==> src/rtl/core/order_book_table_top_macros.svh <==
// Assertion macros shared by the order table modules.
`ifndef ORDER_BOOK_TABLE_TOP_MACROS_SVH
`define ORDER_BOOK_TABLE_TOP_MACROS_SVH

`ifndef NO_ASSERTIONS
`define OBT_ASSERT_IMPL(label, clk, rst_n, ante, cons) \
	label: assert property (@(posedge clk) disable iff (!rst_n) (ante) |-> (cons)) \
		else $error("order table assertion failed");
`define OBT_ASSERT_NEXT(label, clk, rst_n, ante, cons) \
	label: assert property (@(posedge clk) disable iff (!rst_n) (ante) |=> (cons)) \
		else $error("order table assertion failed");
`else
`define OBT_ASSERT_IMPL(label, clk, rst_n, ante, cons)
`define OBT_ASSERT_NEXT(label, clk, rst_n, ante, cons)
`endif

`endif

==> src/rtl/core/obt_pkg.sv <==
package obt_pkg;

	localparam int TABLE_DEPTH_DEF = 64;
	localparam int QUEUE_DEPTH = 2;
	localparam int QUEUE_AW = $clog2(QUEUE_DEPTH);

	typedef enum logic [1:0] {
		CMD_ADD    = 2'd0,
		CMD_MODIFY = 2'd1,
		CMD_DELETE = 2'd2,
		CMD_GET    = 2'd3
	} cmd_t;

	typedef enum logic [1:0] {
		ST_OK        = 2'd0,
		ST_INVALID   = 2'd1,
		ST_NOT_FOUND = 2'd2,
		ST_FULL      = 2'd3
	} status_t;

	typedef struct packed {
		cmd_t        op;
		logic [31:0] order_id;
		logic [31:0] price;
		logic [30:0] quantity;
		logic        is_buy;
		logic        skip;
		status_t     pre_status;
	} req_t;

endpackage

==> src/rtl/core/obt_front.sv <==
module obt_front (
	input  logic          in_valid,
	output logic          in_stall,
	input  logic [1:0]    cmd,
	input  logic [31:0]   order_id,
	input  logic [31:0]   price,
	input  logic [30:0]   quantity,
	input  logic          is_buy,
	input  logic          q_full,
	output logic          push,
	output obt_pkg::req_t req
);
	import obt_pkg::*;

	logic bad_params;

	assign in_stall = q_full;
	assign push = in_valid && !q_full;
	assign bad_params = (order_id == '0) || (price == '0) || (quantity == '0);

	always_comb begin
		req.op = cmd_t'(cmd);
		req.order_id = order_id;
		req.price = price;
		req.quantity = quantity;
		req.is_buy = is_buy;
		req.skip = 1'b0;
		req.pre_status = ST_OK;
		unique case (cmd_t'(cmd))
			CMD_ADD, CMD_MODIFY: begin
				if (bad_params) begin
					req.skip = 1'b1;
					req.pre_status = ST_INVALID;
				end
			end
			CMD_DELETE: begin
				if (order_id == '0) begin
					req.skip = 1'b1;
					req.pre_status = ST_INVALID;
				end
			end
			CMD_GET: begin
				if (order_id == '0) begin
					req.skip = 1'b1;
					req.pre_status = ST_NOT_FOUND;
				end
			end
			default: begin
				req.skip = 1'b0;
			end
		endcase
	end

endmodule

==> config.mk <==
export PLATFORM = sky130hd
export DESIGN_NAME = obt_front
export DESIGN_NICKNAME = d
export VERILOG_FILES = /design/src/rtl/core/order_book_table_top_macros.svh /design/src/rtl/core/obt_pkg.sv /design/src/rtl/core/obt_front.sv
export SDC_FILE = /design/constraint.sdc
export NUM_CORES = 1
export LEC_CHECK = 0
export ABC_AREA = 1
export BUFFER_PORTS_ARGS = -buffer_cell sky130_fd_sc_hd__buf_2
export CAP_MARGIN = 15
export CORE_AREA = 2 2 78 80
export DETAILED_ROUTE_END_ITERATION = 7
export DIE_AREA = 0 0 80 82
export PLACE_DENSITY = 0.65
export SLEW_MARGIN = 10
export SYNTH_ARGS = -nofsm -noshare
export SYNTH_HDL_FRONTEND = slang
export SYNTH_SLANG_ARGS = --single-unit
==> constraint.sdc <==
create_clock -name vclk -period 0.8
set_input_delay 0.04 -clock vclk [all_inputs]
set_output_delay 0.04 -clock vclk [all_outputs]
set_load 0.02 [all_outputs]
==> run_results.csv <==
group,metric,value,unit
final_layout,nClkBuffers,0,
grt,busiest_layer,"met2",
logic_synthesis,synth-compound-area-share,0,
worst_setup_path,cp-start-kind,"input pin",
die,ioPinCount,203,
run_status,violations,"setup timing",
die,fp.dieArea,0.00656,mm²
worst_setup_path,cp.arrival,0.96,ns
grt,grt_start_max_net_pins,4,
logic_synthesis,synth_cells,226,
sta,worstMarginPinSlew,0.131,ns
grt,grtUsageMet2,0.191,
sta,hold_viol_final,0,
worst_setup_path,critPathCaptureType,"output pin",
run,cap_violations,0,
power,peakVddDrop,0.227,mV
final_layout,fill_cells,650,
logic_synthesis,ys_seq_area_frac,0,
routing,post-route-drc-count,0,
power,power_density,589,mW/mm²
sta,fin_crit,1.00,ns
worst_setup_path,crit_fanout,2,
logic_synthesis,synth_top_area_frac,0.592,
sta,fin_crit_sh,1.25,
placed_design,placed_area,0.00167,mm²
final_layout,ff_latch_area,0,µm²
routing,postRouteAntennaNets,0,
worst_setup_path,slowest_stage,"and2_1",
final_layout,syn2layout_area_growth,48.7,%
sta,max_freq,0.997,GHz
final_layout,nNetsFinal,438,
logic_synthesis,synthMuxAreaShare,0,
final_layout,design.seq.count,0,
sta,fin_hold_ws,0.0800,ns
grt,antenna_found_initial,0,
logic_synthesis,ys_warn_count,0,
sta,drv_slew,0,
routing,via_count,1532,
grt,grt_util_all_layers,0.0823,
run_status,status,"finished, violations left",
power,total_power,1.10,mW
logic_synthesis,synth-simple-area-share,0.300,
routing,wl,3.63,mm
logic_synthesis,synth_top_family_by_area,"buffers and inverters",
logic_synthesis,syn-cell-area,0.00125,mm²
logic_synthesis,ys_types,11,
placed_design,hpwl,3.29,mm
die,die-width,80,µm
die,coreArea,0.00575,mm²
grt,use_met3,0.00110,
routing,viasPerCell,3.73,
routing,drt_iter0_markers,13,
logic_synthesis,yosys.area.top_type,"buf_4",
final_layout,antennaDiodeCount,0,
worst_setup_path,criticalPathCategory,"in2out",
final_layout,final_area,0.00187,mm²
power,leakage,1.23,nW
placed_design,pre_cts_ws,-0.357,ns
die,row_count,28,
worst_setup_path,critPathMaxStageDelay,0.13,ns
placed_design,finalWeightedCongestion,0.780,
die,die_h,82,µm
worst_setup_path,worst_path_most_repeated_cell,"nor2_1",
logic_synthesis,synth_fp_nets,326,
min_path,min_path_type,"in2out",
sta,setup_viol,3,
die,initial_core_util,0.218,
logic_synthesis,synth.area.top_cells,"buf_4, nor2_1, inv_1",
sta,setup_tns,-0.515,ns
sta,setup_ws,-0.203,ns
logic_synthesis,synth.avg_cell_area,5.55,µm²
grt,grt_pass1_vias,1173,
logic_synthesis,synth-xor-area-share,0,
final_layout,drive_gt1_frac,0.732,
sta,maxSlewHeadroom,0.912,
clock_network,cts_setup_buffers,0,
sta,rsz0062_at_grt,"yes",
grt,met1_usage,0.0831,
placed_design,portBuffers,201,
grt,grt-ovfl-total,0,
routing,routedWlPerCell,8.84,µm
grt,grt_pass1_wl,4.51,mm
logic_synthesis,yosys.area_share.adder,0,
worst_setup_path,path_cells,"buf_2, nor2_1, and2_1, nand2_1, nor2_1, nand2_2, inv_2, nand2_4, nor2_4, buf_6",
routing,first_pass_iters,4,
worst_setup_path,cp.required,0.76,ns
==> what timing repair did <==
action / 4_1_cts / 5_1_grt
gates resized for setup: 28 / 34
pin swaps: 17 / 20
endpoints found under the setup margin: 3 / 3
hold buffers: 0 / 0
==> through the flow <==
stage,util,std cells
5_1_grt,0.325,411
3_3_place_gp,0.291,411
6_report,0.325,411
3_5_place_dp,0.291,411
4_1_cts,0.309,411
2_1_floorplan,-,226
==> cells in the mapped netlist <==
library cell,count
buf_4,99
nor2_1,45
inv_1,36
nand2_1,31
and2_1,6
nand4_1,4
and2_0,1
nand2_2,1
nand3_1,1
nor2_2,1
nor3_1,1
==> cells in the final DEF (no fill, tap or decap), drive strengths merged <==
| cell | synthesis | final |
|---|---|---|
| nand2 | 32 | 32 |
| nand4 | 4 | 4 |
| nor2 | 46 | 46 |
| buf | 99 | 209 |
| inv | 36 | 36 |
| nor3 | 1 | 1 |
| nand3 | 1 | 1 |
| and2 | 7 | 7 |
==> routing by layer <==
| layer | wire [µm] | up-vias |
|---|---|---|
| met5 | 0 | - |
| met4 | 8 | 0 |
| met3 | 388 | 2 |
| met2 | 2050 | 108 |
| met1 | 1190 | 643 |
| li1 | - | 779 |
==> logic make-up after synthesis <==
logic type             after synthesis
buffers and inverters              135
AND/OR/NAND/NOR                     91
==> worst max-delay path: cells and delay by family <==
family	cells	cell delay, ns
buf+inv	3	0.30
simple gates	7	0.63
==> path summary, 6_finish.rpt <==
check,startpoint,end,slack [ns],cells past startpoint
setup / recovery,order_id[23],req[1],-0.20,10
hold / removal,is_buy,req[3],0.08,0
==> cell type report <==
class	count	area (µm²)	area share
multi-input combinational	91	439	0.235
tap	75	93.8	0.0503
timing repair buffer	209	1200	0.642
inverter	36	135	0.0724
==> report_power, final <==
group	internal [mW]	switching, mW
Clock	0	0
Sequential	0	0
Combinational	0.476	0.623
Total	0.476	0.623
Note: power is estimated with default switching activity, not from simulation.
