$ cat config.mk
export PLATFORM = sky130hd
export DESIGN_NAME = obt_queue
export DESIGN_NICKNAME = d
export VERILOG_FILES = /design/src/rtl/core/obt_pkg.sv /design/src/rtl/core/obt_queue.sv
export VERILOG_INCLUDE_DIRS = /design/src /design/src/rtl/core
export SDC_FILE = /design/constraint.sdc
export NUM_CORES = 1
export LEC_CHECK = 0
export ABC_CLOCK_PERIOD_IN_PS = 16100
export BUFFER_PORTS_ARGS = -buffer_cell sky130_fd_sc_hd__buf_4
export CORE_MARGIN = 2
export CORE_UTILIZATION = 56
export DETAILED_ROUTE_END_ITERATION = 8
export GPL_TIMING_DRIVEN = 1
export HOLD_SLACK_MARGIN = 0.08
export PLACE_DENSITY_LB_ADDON = 0.3
export SYNTH_ARGS = -nofsm -noshare
export SYNTH_HDL_FRONTEND = slang
export SYNTH_SLANG_ARGS = --single-unit
$ cat constraint.sdc
create_clock -name clk -period 16.1 [get_ports clk]
set_input_delay 0 -clock clk [delete_from_list [all_inputs] [get_ports clk]]
set_output_delay 0 -clock clk [all_outputs]
set_load 0.01 [all_outputs]
$ cat src/rtl/core/order_book_table_top_macros.svh
// Assertion macros shared by the order table modules.
`ifndef ORDER_BOOK_TABLE_TOP_MACROS_SVH
`define ORDER_BOOK_TABLE_TOP_MACROS_SVH

`ifndef NO_ASSERTIONS
`define OBT_ASSERT_IMPL(label, clk, rst_n, ante, cons) \
	label: assert property (@(posedge clk) disable iff (!rst_n) (ante) |-> (cons)) \
		else $error("order table assertion failed");
`define OBT_ASSERT_NEXT(label, clk, rst_n, ante, cons) \
	label: assert property (@(posedge clk) disable iff (!rst_n) (ante) |=> (cons)) \
		else $error("order table assertion failed");
`else
`define OBT_ASSERT_IMPL(label, clk, rst_n, ante, cons)
`define OBT_ASSERT_NEXT(label, clk, rst_n, ante, cons)
`endif

`endif

$ cat src/rtl/core/obt_pkg.sv
package obt_pkg;

	localparam int TABLE_DEPTH_DEF = 64;
	localparam int QUEUE_DEPTH = 2;
	localparam int QUEUE_AW = $clog2(QUEUE_DEPTH);

	typedef enum logic [1:0] {
		CMD_ADD    = 2'd0,
		CMD_MODIFY = 2'd1,
		CMD_DELETE = 2'd2,
		CMD_GET    = 2'd3
	} cmd_t;

	typedef enum logic [1:0] {
		ST_OK        = 2'd0,
		ST_INVALID   = 2'd1,
		ST_NOT_FOUND = 2'd2,
		ST_FULL      = 2'd3
	} status_t;

	typedef struct packed {
		cmd_t        op;
		logic [31:0] order_id;
		logic [31:0] price;
		logic [30:0] quantity;
		logic        is_buy;
		logic        skip;
		status_t     pre_status;
	} req_t;

endpackage

$ cat src/rtl/core/obt_queue.sv
`include "order_book_table_top_macros.svh"

module obt_queue (
	input  logic          clk,
	input  logic          arst_n,
	input  logic          push,
	input  obt_pkg::req_t push_req,
	input  logic          pop,
	output logic          full,
	output logic          not_empty,
	output obt_pkg::req_t head
);
	import obt_pkg::*;

	req_t                  store_q [QUEUE_DEPTH];
	logic [QUEUE_AW-1:0]   wr_ptr_q;
	logic [QUEUE_AW-1:0]   rd_ptr_q;
	logic [QUEUE_AW:0]     count_q;

	assign full = (count_q == (QUEUE_AW+1)'(QUEUE_DEPTH));
	assign not_empty = (count_q != '0);
	assign head = store_q[rd_ptr_q];

	always_ff @(posedge clk) begin
		if (push) begin
			store_q[wr_ptr_q] <= push_req;
		end
	end

	always_ff @(posedge clk or negedge arst_n) begin
		if (!arst_n) begin
			wr_ptr_q <= '0;
			rd_ptr_q <= '0;
			count_q <= '0;
		end else begin
			if (push) begin
				wr_ptr_q <= wr_ptr_q + 1'b1;
			end
			if (pop) begin
				rd_ptr_q <= rd_ptr_q + 1'b1;
			end
			if (push && !pop) begin
				count_q <= count_q + 1'b1;
			end else if (pop && !push) begin
				count_q <= count_q - 1'b1;
			end
		end
	end

	`OBT_ASSERT_IMPL(a_count_bound, clk, arst_n, 1'b1, count_q <= (QUEUE_AW+1)'(QUEUE_DEPTH))
	`OBT_ASSERT_IMPL(a_no_push_full, clk, arst_n, push, !full)
	`OBT_ASSERT_IMPL(a_no_pop_empty, clk, arst_n, pop, not_empty)

endmodule

==> metrics.cfg <==
[synth]
yosysTopAreaCell=edfxtp_1
post_synth_main_area_contributors=edfxtp_1 78%, mux2_4 15%, mux2_2 3.0%, dfrtp_1 1.3%, buf_6 1.2%
synth_area_per_cell_um2=23.6
synth.yosys.warnings=0
yosysTopAreaCellShare=0.778
post_synthesis_cells=330
synth_seq_cells=206
synthDistinctLibCells=15
ys_seq_area_frac=0.791
synth.net_count=436
syn-cell-area_um2=7800

[run]
cap_viol_max_count=0

[route]
first_pass_iters=4
number_of_drc_markers_in_iteration_0=252
post-route-drc-count=0
postRouteWirelength_mm=15.7
wl_per_cell_um=18.5
vias=4247
route.detailed.vias_per_inst=4.99
detail-route-antenna-nets=0

[clocking]
maximum_buffer_depth_of_the_clock_tree=3
cts_inserted_buffers=20
cts.reportedPaths.clkPinSlew_ns=0.06
post_cts_resized=0
h-tree-depth=1
root_buffer=clkbuf_16
insertion_delay_ns=0.47
tritoncts_clock_tree=yes
cts_num_sinks=206
cts_setup_buffers=0

[finish]
fin_nets=763
filler_cell_count=669
synthToLayoutAreaGrowth_pct=43.0
fin_util=0.813
insertedDiodeCount=0
fin_area_um2=11200
finish.cell_count_without_fillers=851
share_of_final_layout_standard_cells_stronger_than_drive_strength_1=0.508

[place]
post_dp_cell_area_um2=9520
port_buffers=207
placedCellCount=710
hpwl_mm=8.55
rd_place_congestion=0.689

[setup_path]
critical-path-top-cell-by-count=buf_4
critical_path_peak_fanout=57
worst_path_max_delay_cell=dfrtp_4
r2r.worst_path.cells=2
critical_path.top_delay_family=buffers and inverters
endpoint_kind=output port
crit_chain=buf_4 > mux2_2 > buf_4
r2r-start=rd_ptr_q$_DFFE_PN0P_
launch_point_of_the_worst_path=rd_ptr_q$_DFFE_PN0P_
critical_path_class=reg -> out
worst-path-stages=3
r2r-end=rd_ptr_q$_DFFE_PN0P_
critPathCapture=head[91]
timing.reg2reg.setup_slack_ns=13.85
critPathRequiredTime_ns=16.10
delay_of_the_slowest_cell_on_the_worst_path_ns=0.97
startpoint_type=flop
cp.buffers_inverters=2
worst-endpoint-arrival_ns=3.00

[timing]
final.period_utilization=0.187
clock_period_minus_final_worst_setup_slack_ns=3.00
final.setup.tns_ns=0
rsz0062_at_grt=no
tightest_slew_ns=0.981
finalSetupViolations=0
fin_worst_skew_ns=0.0103
fmaxAchievable_mhz=333
slew_viol_final=0
timing.final.hold_violations=0
slew_headroom=0.346

[hold_path]
timing.hold.worst.class=in -> reg

[outcome]
outcome=completed

[grt]
antenna_found_initial=0
gr-usage-met3=0.0520
largest_net_degree_at_the_start_of_global_routing=58
grt.met2_usage=0.370
wire_length_of_the_first_global_routing_pass_mm=23.3
met1_usage=0.254
grt-ovfl-total=0
total_global_route_track_usage=0.207
vias_in_the_first_global_route=4440
globalRoute.busiestLayer=met2

[die]
io_pins=208
site_rows=43
dieHeight_um=122
dieArea_um2=14900
floorplan.initialDensity=0.569
placeableCoreArea_um2=13700
die_span_in_x_um=122

[power]
p_leak_nw=4.47
vdd_drop_max_mv=0.104
powerDensity_nw_per_um2=160

-- logic make-up (layout without fill, tap and decap cells) --
logic type	after synthesis	in the layout	share of synthesized area
simple gates	5	5	0.00369
buf+inv	12	353	0.0143
fa+ha+maj	1	1	0.00160
xor+xnor	5	5	0.00561
mux	101	101	0.184
flops	206	206	0.791
-- what timing repair did --
item,4_1_cts,5_1_grt
hold buffers,105,0
hold endpoints to repair,210,0
endpoints found under the setup margin,0,0
-- cell usage in the layout (no fill, tap or decap), drive strengths merged, types with 2 or more instances in the layout --
cell	n
buf	211
clkbuf	25
clkinv	10
dfrtp	4
dlygate4sd3	105
edfxtp	202
mux2	101
nor2b	2
xor2	4
-- cells in the mapped netlist, drive strengths merged --
cell type	instances
buf	11
nor2b	2
ha	1
mux2	101
nor2	1
or2	1
dfrtp	4
edfxtp	202
xnor2	1
inv	1
and2	1
xor2	4
-- metrics by stage --
stage	setup WS, ns	hold WS, ns	power [mW]
floorplan	10.65	-0.296	1.13
global placement	13.66	-0.203	1.34
detailed placement	13.63	-0.199	1.35
CTS	13.09	0.236	1.78
global route	12.98	0.239	1.86
finish	13.10	0.245	1.78
-- power by group --
group | switching, mW | internal (mW) | total [mW] | leakage (nW)
logic | 0.248 | 0.342 | 0.590 | 2.24
clock network | 0.179 | 0.237 | 0.417 | 0.286
registers | 0.0596 | 0.713 | 0.773 | 1.94
-- area by class of cell --
type | count | area [um^2] | area share
tap | 180 | 225 | 0.0202
clock buffer | 25 | 541 | 0.0485
timing repair buffer | 316 | 2640 | 0.236
multi-input combinational | 112 | 1530 | 0.137
clock inverter | 11 | 48.8 | 0.00437
inverter | 1 | 3.75 | 0.000336
sequential | 206 | 6170 | 0.553
-- sequential cells by signal, indices dropped and copies added, names as in the netlist --
| register | cells |
|---|---|
| store_q | 202 |
| wr_ptr_q | 1 |
| rd_ptr_q | 1 |
| count_q | 2 |
-- worst min path at each step --
| stage | start | endpoint | slack, ns | depth (start not counted) |
|---|---|---|---|---|
| final | push_req[75] | store_q[1][75]$_DFFE_PP_ | 0.25 | 2 |
| after global routing | push_req[75] | store_q[0][75]$_DFFE_PP_ | 0.24 | 2 |
| after CTS | push_req[77] | store_q[1][77]$_DFFE_PP_ | 0.24 | 2 |
| after detailed placement | arst_n | count_q[1]$_DFFE_PN0P_ | -0.20 | 1 |
| after global placement | arst_n | count_q[0]$_DFFE_PN0P_ | -0.20 | 1 |
| after floorplan | arst_n | count_q[0]$_DFFE_PN0P_ | -0.30 | 0 |
-- layer usage --
metal  vias to the layer above  routed length (um)
li1                       1960                   -
met1                      2086                6160
met2                       176                8150
met3                        25                1160
met4                         0                 270
met5                         -                   0
(Power assumes the default switching activity.)
